**config.mk**
```make
export PLATFORM = sky130hd
export DESIGN_NAME = echo_pulse_median_ranger_core
export DESIGN_NICKNAME = d
export VERILOG_FILES = /design/src/hdl/epmr_pkg.sv /design/src/hdl/epmr_range.sv /design/src/hdl/epmr_ring.sv /design/src/hdl/echo_pulse_median_ranger_core.sv
export SDC_FILE = /design/constraint.sdc
export NUM_CORES = 1
export LEC_CHECK = 0
export ABC_AREA = 0
export BUFFER_PORTS_ARGS = -buffer_cell sky130_fd_sc_hd__buf_2
export CORE_ASPECT_RATIO = 1.5
export CORE_MARGIN = 5
export CORE_UTILIZATION = 35
export CTS_CLUSTER_DIAMETER = 40
export DETAILED_ROUTE_END_ITERATION = 12
export HOLD_SLACK_MARGIN = 0.12
export SYNTH_ARGS = -nofsm -noshare
export SYNTH_HDL_FRONTEND = slang
export SYNTH_SLANG_ARGS = --single-unit
```
**constraint.sdc**
```tcl
create_clock -name clk -period 12.5 [get_ports clk]
set_input_delay 3.75 -clock clk [delete_from_list [all_inputs] [get_ports clk]]
set_output_delay 3.75 -clock clk [all_outputs]
set_load 0.02 [all_outputs]
```
**src/hdl/epmr_pkg.sv**
```systemverilog
// ----------------------------------------------------------------------------
// epmr_pkg: shared types and constants for the echo pulse median ranger
// Field widths, the median window size and the fixed-point constants used to
// turn an echo pulse width in microseconds into centimeters.
// ----------------------------------------------------------------------------
`default_nettype none

package epmr_pkg;

  // Field widths
  localparam int CAP_W   = 16;  // timer capture, 1 us ticks
  localparam int DIST_W  = 11;  // computed distance, cm
  localparam int RING_W  = 7;   // stored distance, cm
  localparam int LIMIT_W = 7;   // distance limit register

  localparam logic [LIMIT_W-1:0] LIMIT_RESET = 7'd75;

  // Median window
  localparam int WINDOW = 5;
  localparam int SLOT_W = $clog2(WINDOW);
  localparam int RANK_W = $clog2(WINDOW);
  localparam int MID    = WINDOW / 2;

  // floor(diff * 17 / 1000) == (diff * RECIP) >> RECIP_SHIFT for any 16-bit
  // diff: RECIP = ceil(17 * 2^26 / 1000), rounding error 0.312 / 2^26 per tick.
  localparam int RECIP_W     = 21;
  localparam int RECIP_SHIFT = 26;
  localparam logic [RECIP_W-1:0] RECIP = 21'd1140851;
  localparam int PROD_W      = CAP_W + RECIP_W;

  // Per-pulse result passed from the range stage to the ring stage
  typedef struct packed {
    logic              done;  // falling capture closed a pulse
    logic [DIST_W-1:0] raw;   // distance computed or kept, 0 on rising
  } pulse_t;

endpackage

`default_nettype wire

```
**src/hdl/epmr_range.sv**
```systemverilog
// ----------------------------------------------------------------------------
// epmr_range: echo edge tracking and pulse width to distance conversion
// Keeps the rising capture and last distance; on a falling capture converts
// the tick difference, if positive, to centimeters by reciprocal multiply.
// ----------------------------------------------------------------------------
`default_nettype none

module epmr_range (
  input  wire logic                      clk,
  input  wire logic                      rst,
  input  wire logic                      take,
  input  wire logic [epmr_pkg::CAP_W-1:0] cap,
  output epmr_pkg::pulse_t               pulse
);

  logic                          awaiting_fall;
  logic [epmr_pkg::CAP_W-1:0]    rise_count;
  logic [epmr_pkg::DIST_W-1:0]   last_distance;

  logic [epmr_pkg::CAP_W-1:0]    diff;
  logic [epmr_pkg::PROD_W-1:0]   prod;
  logic [epmr_pkg::DIST_W-1:0]   distance_next;

  // Width to distance: diff * 17 / 1000 via scaled reciprocal
  always_comb begin
    diff = cap - rise_count;
    prod = epmr_pkg::PROD_W'(diff) * epmr_pkg::PROD_W'(epmr_pkg::RECIP);
    distance_next = (cap > rise_count)
                  ? prod[epmr_pkg::RECIP_SHIFT +: epmr_pkg::DIST_W]
                  : last_distance;
  end

  // Result for this capture; rising captures report zero
  always_comb begin
    pulse.done = awaiting_fall;
    pulse.raw  = awaiting_fall ? distance_next : '0;
  end

  // Edge state
  always_ff @(posedge clk) begin
    if (rst) begin
      awaiting_fall <= 1'b0;
      rise_count    <= '0;
      last_distance <= '0;
    end else if (take) begin
      awaiting_fall <= ~awaiting_fall;
      if (!awaiting_fall) begin
        rise_count <= cap;
      end else begin
        last_distance <= distance_next;
      end
    end
  end

endmodule

`default_nettype wire

```
**src/hdl/epmr_ring.sv**
```systemverilog
// ----------------------------------------------------------------------------
// epmr_ring: limit check, distance ring store and median network
// Stores accepted distances round robin and reports the median of the ring
// through a parallel rank count.
// ----------------------------------------------------------------------------
`default_nettype none

module epmr_ring (
  input  wire logic                         clk,
  input  wire logic                         rst,
  input  wire logic                         take,
  input  wire epmr_pkg::pulse_t             pulse,
  input  wire logic [epmr_pkg::LIMIT_W-1:0] limit,
  output logic                              accept,
  output logic [epmr_pkg::RING_W-1:0]       median
);

  logic [epmr_pkg::RING_W-1:0] ring [epmr_pkg::WINDOW];
  logic [epmr_pkg::SLOT_W-1:0] write_slot;
  logic [epmr_pkg::RANK_W-1:0] rank [epmr_pkg::WINDOW];

  // Limit check on falling captures only
  assign accept = pulse.done &&
                  (pulse.raw < epmr_pkg::DIST_W'(limit));

  // Ring write, slot wraps at the window size
  always_ff @(posedge clk) begin
    if (rst) begin
      write_slot <= '0;
      for (int i = 0; i < epmr_pkg::WINDOW; i++) begin
        ring[i] <= '0;
      end
    end else if (take && accept) begin
      ring[write_slot] <= pulse.raw[epmr_pkg::RING_W-1:0];
      if (write_slot == epmr_pkg::SLOT_W'(epmr_pkg::WINDOW - 1)) begin
        write_slot <= '0;
      end else begin
        write_slot <= write_slot + epmr_pkg::SLOT_W'(1);
      end
    end
  end

  // Rank of each entry: smaller values, ties broken by position
  always_comb begin
    for (int i = 0; i < epmr_pkg::WINDOW; i++) begin
      rank[i] = '0;
      for (int j = 0; j < epmr_pkg::WINDOW; j++) begin
        if ((ring[j] < ring[i]) || ((ring[j] == ring[i]) && (j < i))) begin
          rank[i] = rank[i] + epmr_pkg::RANK_W'(1);
        end
      end
    end
  end

  // Exactly one entry holds the middle rank
  always_comb begin
    median = '0;
    for (int i = 0; i < epmr_pkg::WINDOW; i++) begin
      if (rank[i] == epmr_pkg::RANK_W'(epmr_pkg::MID)) begin
        median = ring[i];
      end
    end
  end

endmodule

`default_nettype wire

```
**src/hdl/echo_pulse_median_ranger_core.sv**
```systemverilog
// ----------------------------------------------------------------------------
// echo_pulse_median_ranger_core: echo timer captures to median distance
// Pairs rising/falling echo captures into distances in cm, filters them
// against a limit and reports the median of the last accepted distances.
// ----------------------------------------------------------------------------
//
//  channel   direction  handshake              payload
//  capture   in         capture_valid/_stall   capture_value
//  result    out        result_valid/_stall    pulse_done, raw_distance,
//                                              accepted, median_distance
//  limit     in         limit_valid/_ready     distance_limit
//
//  Four register stages (input, range, ring write, output): a transaction
//  passes through them in that order, one per cycle sustained while
//  result_stall is low. Each stage advances when the next one is empty or
//  moving, so bubbles collapse and a stalled result does not block stages
//  behind it until they fill. rst is synchronous; limit returns to 75 cm
//  and the ring to all zero. limit writes are always taken.
//
`default_nettype none

module echo_pulse_median_ranger_core (
  input  wire logic                         clk,
  input  wire logic                         rst,
  // capture channel
  input  wire logic                         capture_valid,
  output logic                              capture_stall,
  input  wire logic [epmr_pkg::CAP_W-1:0]   capture_value,
  // result channel
  output logic                              result_valid,
  input  wire logic                         result_stall,
  output logic                              pulse_done,
  output logic [epmr_pkg::DIST_W-1:0]       raw_distance,
  output logic                              accepted,
  output logic [epmr_pkg::RING_W-1:0]       median_distance,
  // limit register write
  input  wire logic                         limit_valid,
  output logic                              limit_ready,
  input  wire logic [epmr_pkg::LIMIT_W-1:0] distance_limit
);

  logic [epmr_pkg::LIMIT_W-1:0] limit;

  // Stage registers
  logic                         a_valid;
  logic [epmr_pkg::CAP_W-1:0]   a_cap;
  logic                         b_valid;
  epmr_pkg::pulse_t             b_pulse;
  logic                         c_valid;
  epmr_pkg::pulse_t             c_pulse;
  logic                         c_acc;

  logic                         ready_a, ready_b, ready_c, ready_d;
  logic                         move_ab, move_bc, move_cd;
  epmr_pkg::pulse_t             range_pulse;
  logic                         ring_accept;
  logic [epmr_pkg::RING_W-1:0]  ring_median;

  // Stage flow control
  always_comb begin
    ready_d = !result_valid || !result_stall;
    ready_c = !c_valid || ready_d;
    ready_b = !b_valid || ready_c;
    ready_a = !a_valid || ready_b;
    move_ab = a_valid && ready_b;
    move_bc = b_valid && ready_c;
    move_cd = c_valid && ready_d;
  end

  assign capture_stall = !ready_a;

  // Limit register
  assign limit_ready = 1'b1;

  always_ff @(posedge clk) begin
    if (rst) begin
      limit <= epmr_pkg::LIMIT_RESET;
    end else if (limit_valid && limit_ready) begin
      limit <= distance_limit;
    end
  end

  // Input register
  always_ff @(posedge clk) begin
    if (rst) begin
      a_valid <= 1'b0;
    end else if (ready_a) begin
      a_valid <= capture_valid;
    end
  end

  always_ff @(posedge clk) begin
    if (ready_a && capture_valid) begin
      a_cap <= capture_value;
    end
  end

  // Range stage
  epmr_range u_range (
    .clk   (clk),
    .rst   (rst),
    .take  (move_ab),
    .cap   (a_cap),
    .pulse (range_pulse)
  );

  always_ff @(posedge clk) begin
    if (rst) begin
      b_valid <= 1'b0;
    end else if (ready_b) begin
      b_valid <= a_valid;
    end
  end

  always_ff @(posedge clk) begin
    if (move_ab) begin
      b_pulse <= range_pulse;
    end
  end

  // Ring stage
  epmr_ring u_ring (
    .clk    (clk),
    .rst    (rst),
    .take   (move_bc),
    .pulse  (b_pulse),
    .limit  (limit),
    .accept (ring_accept),
    .median (ring_median)
  );

  always_ff @(posedge clk) begin
    if (rst) begin
      c_valid <= 1'b0;
    end else if (ready_c) begin
      c_valid <= b_valid;
    end
  end

  always_ff @(posedge clk) begin
    if (move_bc) begin
      c_pulse <= b_pulse;
      c_acc   <= ring_accept;
    end
  end

  // Output register; ring already holds this transaction's write
  always_ff @(posedge clk) begin
    if (rst) begin
      result_valid <= 1'b0;
    end else if (ready_d) begin
      result_valid <= c_valid;
    end
  end

  always_ff @(posedge clk) begin
    if (move_cd) begin
      pulse_done      <= c_pulse.done;
      raw_distance    <= c_pulse.raw;
      accepted        <= c_acc;
      median_distance <= ring_median;
    end
  end

endmodule

`default_nettype wire
```
Yosys cells after proc, flatten, opt, wreduce, memory -nomap -nowiden
Memory sizes are Yosys's and may differ from the RTL's.
Cells that the tools add are included.
{"block": "word_totals", "output_inout_bits": 23, "ram_bits": 35, "reg_bits": 103, "in_bits": 28, "word_cells": 156, "mem_count": 1}
{"name": "u_ring.ring", "words": 5, "word_bits": 7, "rd": 5, "rd_ports_with_merged_regs": 0, "wr": 5, "line": "epmr_ring.sv:18", "rtl": "logic [epmr_pkg::RING_W-1:0] ring [epmr_pkg::WINDOW];"}
{"block": "classes", "n_addsub": 22, "multipliers": 1, "reduce_logical": 29, "bitwise": 1, "eq_ne": 16, "muxes": 40, "n_lt_le_gt_ge": 27}
{"operator": "$lt A7 B7 Y1", "n": 25}
{"operator": "$eq A7 B7 Y1", "n": 10}
{"operator": "$mux W3", "n": 22}
{"operator": "$add A3 B1 Y3 const B", "n": 16}
{"operator": "$mux W7", "n": 6}
{"operator": "$mul A16 B21 Y37 const B", "n": 1}
{"operator": "$gt A16 B16 Y1", "n": 1}
{"operator": "$sub A16 B16 Y16", "n": 1}
{"operator": "$eq A3 B2 Y1 const B", "n": 5}
{"operator": "$logic_or A1 B1 Y1", "n": 14}
{"operator": "$lt A11 B7 Y1", "n": 1}
{"operator": "$mux W1", "n": 11}
{"operator": "$mux W11", "n": 1}
{"operator": "$add A1 B1 Y2 const B", "n": 5}
{"operator": "$reduce_or A7 Y1", "n": 1}
{"operator": "$logic_and A1 B1 Y1", "n": 6}
{"operator": "$logic_not A1 Y1", "n": 6}
{"operator": "$reduce_and A2 Y1", "n": 2}
{"operator": "$eq A3 B3 Y1 const B", "n": 1}
{"operator": "$not A1 Y1", "n": 1}

Longest topological paths before layout
Gate-level depths: netlist of the first run.
An unclocked memory read counts as a cell.
{"block": "depth", "word_depth": 17, "ltp_mapped": 32, "mapped_depth_nobuf": 32}

Modules after synthesis
From an unflattened synthesis of the first run, not the netlist that was laid out.
{"block": "hier_totals", "cells_unflattened": 1370, "area_unflattened_um2": 13828.3}
{"module": "epmr_range", "area_each_um2": 7335.8, "n_inst": 1, "seq_area_each_um2": 560.5, "cells_per_inst": 812}
{"module": "epmr_ring", "area_each_um2": 4217.8, "n_inst": 1, "seq_area_each_um2": 1111.1, "cells_per_inst": 453}
{"module": "echo_pulse_median_ranger_core", "area_each_um2": 2274.7, "n_inst": 1, "seq_area_each_um2": 2052.0, "cells_per_inst": 105}

Worst setup path before layout of the first run
Ideal clock, no wire load.
{"block": "synth_path", "path_type": "input port to output port", "start": "input result_stall", "end": "output capture_stall", "path_slack_ns": 4.485, "arrival_time_ns": 4.265, "required_time_ns": 8.750, "cell_stages": 2, "n_path_buf": 0, "path_cell_list": "and3_1 -> and3_1"}
{"block": "synth_via", "elab_chain_cells": 6}
{"element": "from (decl)", "line": "echo_pulse_median_ranger_core.sv:31", "rtl": "input wire logic result_stall,"}
{"element": "$logic_not A1 Y1", "line": "echo_pulse_median_ranger_core.sv:61", "rtl": "ready_d = !result_valid || !result_stall;"}
{"element": "$logic_or A1 B1 Y1", "line": "echo_pulse_median_ranger_core.sv:61"}
{"element": "$logic_or A1 B1 Y1", "line": "echo_pulse_median_ranger_core.sv:62", "rtl": "ready_c = !c_valid || ready_d;"}
{"element": "$logic_or A1 B1 Y1", "line": "echo_pulse_median_ranger_core.sv:63", "rtl": "ready_b = !b_valid || ready_c;"}
{"element": "$logic_or A1 B1 Y1", "line": "echo_pulse_median_ranger_core.sv:64", "rtl": "ready_a = !a_valid || ready_b;"}
{"element": "$logic_not A1 Y1", "line": "echo_pulse_median_ranger_core.sv:70", "rtl": "assign capture_stall = !ready_a;"}
{"element": "to (decl)", "line": "echo_pulse_median_ranger_core.sv:27", "rtl": "output logic capture_stall,"}
Every way passes these cells.

Final worst setup path of the first run
{"block": "layout_path", "start": "register a_cap[0] in the netlist's numbering", "end": "register b_pulse[10] in the netlist's numbering (data pin)"}
{"block": "layout_via", "elab_chain_cells": 3, "elab_cells_between_ends": 4, "cone_classes": "add/sub (1); mul (1); order compare (1); mux (1)"}
{"element": "from (decl)", "line": "echo_pulse_median_ranger_core.sv:46", "rtl": "logic [epmr_pkg::CAP_W-1:0] a_cap;"}
{"element": "from (signal assigned)", "line": "echo_pulse_median_ranger_core.sv:94", "rtl": "a_cap <= capture_value;"}
{"element": "$sub A16 B16 Y16", "line": "epmr_range.sv:26", "rtl": "diff = cap - rise_count;"}
{"element": "$mul A16 B21 Y37", "line": "epmr_range.sv:27", "rtl": "prod = epmr_pkg::PROD_W'(diff) * epmr_pkg::PROD_W'(epmr_pkg::RECIP);"}
{"element": "$mux W11 (*)", "line": "epmr_range.sv:29", "rtl": "? prod[epmr_pkg::RECIP_SHIFT +: epmr_pkg::DIST_W]"}
{"element": "to (signal assigned)", "line": "echo_pulse_median_ranger_core.sv:117", "rtl": "b_pulse <= range_pulse;"}
{"element": "to (decl)", "line": "echo_pulse_median_ranger_core.sv:48", "rtl": "epmr_pkg::pulse_t b_pulse;"}
Every way passes the cells marked *; elsewhere a longest branch is shown, timed or not.
A chain may end at the register's enable or synchronous reset.

==> impl_metrics.tcl, run 1 <==
set metrics [dict create \
    crit_fanout 7 \
    wirelength_um 33900 \
    track_usage_pct 16.3 \
    drv_slew 0 \
    synth-async-reset-ratio_pct 0 \
    synth_top_area_share_pct 25.1 \
    yosysTopAreaCell "ha_1" \
    finClkSkew_ns 0.0151 \
    report.final.hold_viol_count 0 \
    clock_path_buffers 2 \
    yosysSeqAreaShare_pct 27.4 \
    drt_iter0_drc 400 \
    h-tree-depth 4 \
    grt_pass1_wl_um 53900 \
    grt_most_used_layer "met2" \
    vias_per_cell 5.03 \
    synth-seq-cells 138 \
    timing.hold.ws_ns 0.416 \
    wl_per_cell_um 17.6 \
    hp-class "reg2reg" \
    dieWidth_um 171 \
    fin_setup_tns_ns 0 \
    slowest_delay_ns 0.56 \
    clock_latency_ns 0.45 \
    yosysWarnings 0 \
    grtUsageMet3_pct 2.27 \
    gp_congestion 0.888 \
    core_region_area_sq_um 38400 \
    grt_start_max_net_pins 41 \
    required_ns 12.69 \
    post-route-min-period_ns 8.47 \
    grt_use_met1_pct 16.0 \
    rsz0062_at_grt "false" \
    route.detailed.drc 0 \
    root_buffer "clkbuf_16" \
    cts_buffers 17 \
    setup_viol 0 \
    path_buf_inv 6 \
    slew_headroom_pct 24.4 \
    synth_edf_count 96 \
    postCtsResizedCells 0 \
    io_pins 51 \
    worstPathArrival_ns 8.66 \
    antenna_cells 0 \
    cts.sinks 138 \
    reg2reg_slack_ns 4.03 \
    synth_cell_type_count 84 \
    dp.cells 1890 \
    synth.area.top_cells "ha_1 (25%), edfxtp_1 (21%), fa_1 (13%)" \
    grt_overflow 0 \
    yosysMostFrequentCell "ha_1" \
    fmax_mhz 118 \
    die_y_um 251 \
    syn_inst 1354 \
    period_share_pct 67.8 \
    grt_pass1_vias 10300 \
    r2r-end "b_pulse[10]" \
    critPathTopFamily "adder cells" \
    antenna_found_initial 0 \
    start_util_pct 35.4 \
    min_path_cells 0 \
    yosys-top-cells-count "ha_1 (273), inv_1 (263), edfxtp_1 (96)" \
    drtAntennaViolNets 0 \
    io_buffer_count 49 \
    min-delay-start "c_pulse[9]" \
    end_kind "flip-flop" \
    cts_tree "yes" \
    r2r_start "a_cap[0]" \
    vias 9659 \
    holdPathEnd "raw_distance[9]" \
    worst_path_max_delay_cell "fa_1" \
    status "complete, no violations" \
    syn_to_final_growth_pct 10.6 \
    fp-row-count 88 \
    synth_fp_nets 1743 \
    place_hpwl_um 28300 \
    postLayoutCoreUtil_pct 39.1 \
    synth_area_sq_um 13600 \
    finalNetCount 1803 \
    postSynthAreaPerCell_sq_um 10.0 \
    post_cts_buffers 0 \
    crit_type "reg2reg" \
    fillCellCount 3801 \
    clk_pin_slew_ns 0.07 \
    instances_no_fill 1922 \
    drive_gt1_share_pct 8.41 \
    worst_slew_pin_slew_ns 1.13 \
    maxCapViolations 0 \
    use_met2_pct 31.9 \
    die_area_sq_um 43000 \
    start_kind "flip-flop" \
    cts_hold_buf 0 \
    r2r_cells 31 \
    firstDrtPassIters 4 \
    synthFlopType "edfxtp_1" \
]
cells by family after synthesis:
group | synth area share, %
buffers and inverters | 7.82
other | 0.0276
XOR/XNOR | 1.93
AO/OA/AOI/OAI | 12.6
adder cells (fa/ha/maj) | 38.1
flip-flops | 27.4
multiplexers | 0.902
AND/OR/NAND/NOR | 11.3
state kept, by name (all words and copies together) (netlist names), 3 cells and up:
| signal | flops |
|---|---|
| c_pulse | 12 |
| u_ring.ring | 35 |
| u_ring.write_slot | 3 |
| u_range.last_distance | 11 |
| raw_distance | 11 |
| b_pulse | 12 |
| u_range.rise_count | 16 |
| median_distance | 7 |
| a_cap | 16 |
| limit | 7 |
per-layer routing:
| metal | up-vias | share of wire (%) | wire (um) |
|---|---|---|---|
| met2 | 168 | 55 | 18700 |
| li1 | 4775 | - | - |
| met5 | - | 0 | 0 |
| met3 | 99 | 2.5 | 844 |
| met1 | 4617 | 36 | 12200 |
| met4 | 0 | 6.2 | 2100 |
final cells by class:
| cell class | instances | area, sq um | share of cell area (%) |
|---|---|---|---|
| multi-input combinational | 936 | 8810 | 58.6 |
| sequential | 138 | 3720 | 24.8 |
| clock inverter | 14 | 144 | 0.957 |
| timing repair buffer | 56 | 298 | 1.98 |
| clock buffer | 18 | 439 | 2.92 |
| inverter | 265 | 995 | 6.62 |
| tap | 495 | 619 | 4.12 |
worst max-delay path by stage:
stage | from | end | slack [ns] | cells after the start
after detailed placement | a_cap[0] | b_pulse[10] | 4.03 | 29
final | a_cap[0] | b_pulse[10] | 4.03 | 31
after floorplan | result_stall | capture_stall | 4.49 | 2
after global placement | result_stall | capture_stall | 4.24 | 4
after CTS | a_cap[0] | b_pulse[10] | 4.02 | 29
after global routing | a_cap[0] | b_pulse[10] | 3.45 | 30
metrics by stage:
step	worst slack (ns)	area, sq um
4_1_cts	4.02	15000
3_3_place_gp	4.24	14400
3_5_place_dp	4.03	14400
2_1_floorplan	4.49	13600
5_1_grt	3.45	15000
6_report	4.03	15000
placed cells by master (no fill, tap or decap), types with 11 or more instances in the layout:
cell type,n
a21o_1,37
and2_1,41
inv_1,263
fa_1,88
o21ai_0,30
edfxtp_1,96
buf_2,49
o21ai_1,11
nor2b_1,25
nor2_1,39
dfxtp_1,42
clkbuf_16,17
xnor2_1,19
nand3_1,23
nand4_1,17
nand2_1,79
ha_1,273
a21oi_1,76
xor2_1,11
Power of run 1 is left out: the tool's default activity adds up to more than one toggle a clock period on the data nets, which glitch-free logic cannot reach.
==> run 2: changes to the inputs <==
ABC_AREA = 1   (was 0)
clock period = 8.32 ns   (was 12.5 ns; I/O delays follow)
==> run 2 against run 1 <==
Sequential cell count is the same. Synthesized area is 7.3% higher. Die area rose by 6.9%. Sequential share of layout area down 1.6 points. Synthesized cell count grew 30%. Count of clock-buffer cells in the layout is the same.
==> impl_metrics.tcl, run 2 <==
set metrics [dict create \
    synth-async-reset-ratio_pct 0 \
    reg2reg_slack_ns 1.02 \
    rsz0062_at_grt "false" \
    root_buffer "clkbuf_16" \
    setup_viol 0 \
    worstPathArrival_ns 7.49 \
    fp-row-count 91 \
    finish.instance_area_sq_um 16100 \
    yosysWarnings 0 \
    route.detailed.drc 0 \
    post-route-min-period_ns 7.30 \
    slowest_delay_ns 0.66 \
    top_register "u_ring.ring" \
    synth_top_family_by_area "adder cells" \
    synth_top_area_share_pct 23.4 \
    postSynthAreaPerCell_sq_um 8.29 \
    die_y_um 260 \
    worst_path_max_delay_cell "xor2_1" \
    final_common_cell "inv_1" \
    firstDrtPassIters 5 \
    clock_path_buffers 2 \
    drv_slew 0 \
    gp_congestion 0.928 \
    synth_cell_type_count 57 \
    place_hpwl_um 34000 \
    yosysSeqAreaShare_pct 25.5 \
    synth_edf_count 96 \
    grt_start_max_net_pins 32 \
    start_util_pct 35.4 \
    h-tree-depth 4 \
    synth_fp_nets 2149 \
    synth.mux.area_fraction_pct 0 \
    wirelength_um 39700 \
    cts.sinks 138 \
    drt_iter0_drc 504 \
    period_share_pct 87.7 \
    finClkSkew_ns 0.0220 \
    required_ns 8.51 \
    cts_tree "yes" \
    report.final.hold_viol_count 0 \
    grt_overflow 0 \
    clock_latency_ns 0.44 \
    syn_to_final_growth_pct 10.3 \
    yosys-top-cells-count "inv_1 (367), nand2_1 (344), ha_1 (273)" \
    antenna_cells 0 \
    slew_headroom_pct 24.2 \
    core_region_area_sq_um 41200 \
    post_cts_buffers 0 \
    drtAntennaViolNets 0 \
    crit_fanout 7 \
    dpl-instance-area_sq_um 15500 \
    cts_buffers 17 \
    start_kind "flip-flop" \
    vias_per_cell 4.83 \
    drive_gt1_share_pct 7.94 \
    worst_slew_pin_slew_ns 1.13 \
    cts_hold_buf 0 \
    layout_common_cells "inv_1 (367), nand2_1 (344), ha_1 (273)" \
    dieWidth_um 177 \
    synthFlopType "edfxtp_1" \
    clk_pin_slew_ns 0.07 \
    yosys.area_share.simple_pct 19.5 \
    synth_xor_area_share_pct 1.48 \
    synth.area.top_cells "ha_1 (23%), edfxtp_1 (20%), fa_1 (12%)" \
    status "complete, no violations" \
    vias 11600 \
    antenna_found_initial 0 \
    crit_type "reg2reg" \
    io_buffer_count 49 \
    die_area_sq_um 45900 \
    maxCapViolations 0 \
    end_kind "flip-flop" \
    fin_setup_tns_ns 0 \
    synth_compound_area_share_pct 7.69 \
    fmax_mhz 137 \
    largest_reg_flops 35 \
    hp-class "reg2reg" \
    syn_inst 1760 \
    postLayoutCoreUtil_pct 39.0 \
    largestRegisters "u_ring.ring: 35 flops, a_cap: 16 flops, u_range.rise_count: 16 flops" \
    yosysMostFrequentCell "inv_1" \
    grt_pass1_vias 11900 \
    track_usage_pct 17.3 \
    io_pins 51 \
    yosysTopAreaCell "ha_1" \
    wl_per_cell_um 16.6 \
    grt_pass1_wl_um 61700 \
    synth-seq-cells 138 \
    finalNetCount 2214 \
    postCtsResizedCells 0 \
    synth_area_sq_um 14600 \
    synthAdderAreaFrac_pct 35.5 \
]
==> run 2: critical path, delay by kind of cell (launching register included) <==
| kind | cells | cell delay [ns] |
|---|---|---|
| compound gates | 4 | 0.54 |
| xor+xnor | 1 | 0.66 |
| fa+ha+maj | 9 | 3.94 |
| buf+inv | 6 | 0.41 |
| flops | 1 | 0.39 |
| simple gates | 12 | 1.10 |
==> run 2: final cells by class <==
cell class,instances,area [sq um]
well taps,558,698
flip-flops and latches,138,3720
clock buffers,18,429
fillers,4203,25100
repair buffers,58,313
clock inverters,14,139
multi-input cells,1233,9370
inverters,377,1420
==> run 2: metal layers <==
| layer | wire [um] | global-route usage (%) | up-vias |
|---|---|---|---|
| met3 | 693 | 1.48 | 74 |
| met2 | 22900 | 35.1 | 185 |
| met5 | 0 | 0 | - |
| li1 | - | - | 5803 |
| met1 | 14400 | 17.5 | 5504 |
| met4 | 1710 | 7.96 | 0 |
==> run 2: worst paths after layout <==
| check | startpoint | cells past startpoint | end |
|---|---|---|---|
| worst max-delay path | a_cap[0] | 32 | b_pulse[4] |
| worst min register to register | c_pulse[7] | 0 | raw_distance[7] |
| worst min-delay path | c_pulse[7] | 0 | raw_distance[7] |
| worst max register to register | a_cap[0] | 32 | b_pulse[4] |
==> run 2: cell families after synthesis <==
family / after synthesis
AOI/OAI and AO/OA: 197
other: 1
adders and majority gates: 361
xor gates and xnor gates: 20
buffers and inverters: 389
and+or+nand+nor: 654
DFF: 138
==> run 2: stage by stage <==
step | std cells | setup WS, ns | hold WS (ns)
after global routing | 2396 | 0.642 | 0.413
after global placement | 2364 | 1.13 | 0.405
final | 2396 | 1.02 | 0.409
after floorplan | 1760 | 1.83 | 0.400
after detailed placement | 2364 | 0.988 | 0.406
after CTS | 2396 | 0.973 | 0.411
Power of run 2 is left out for the same reason.
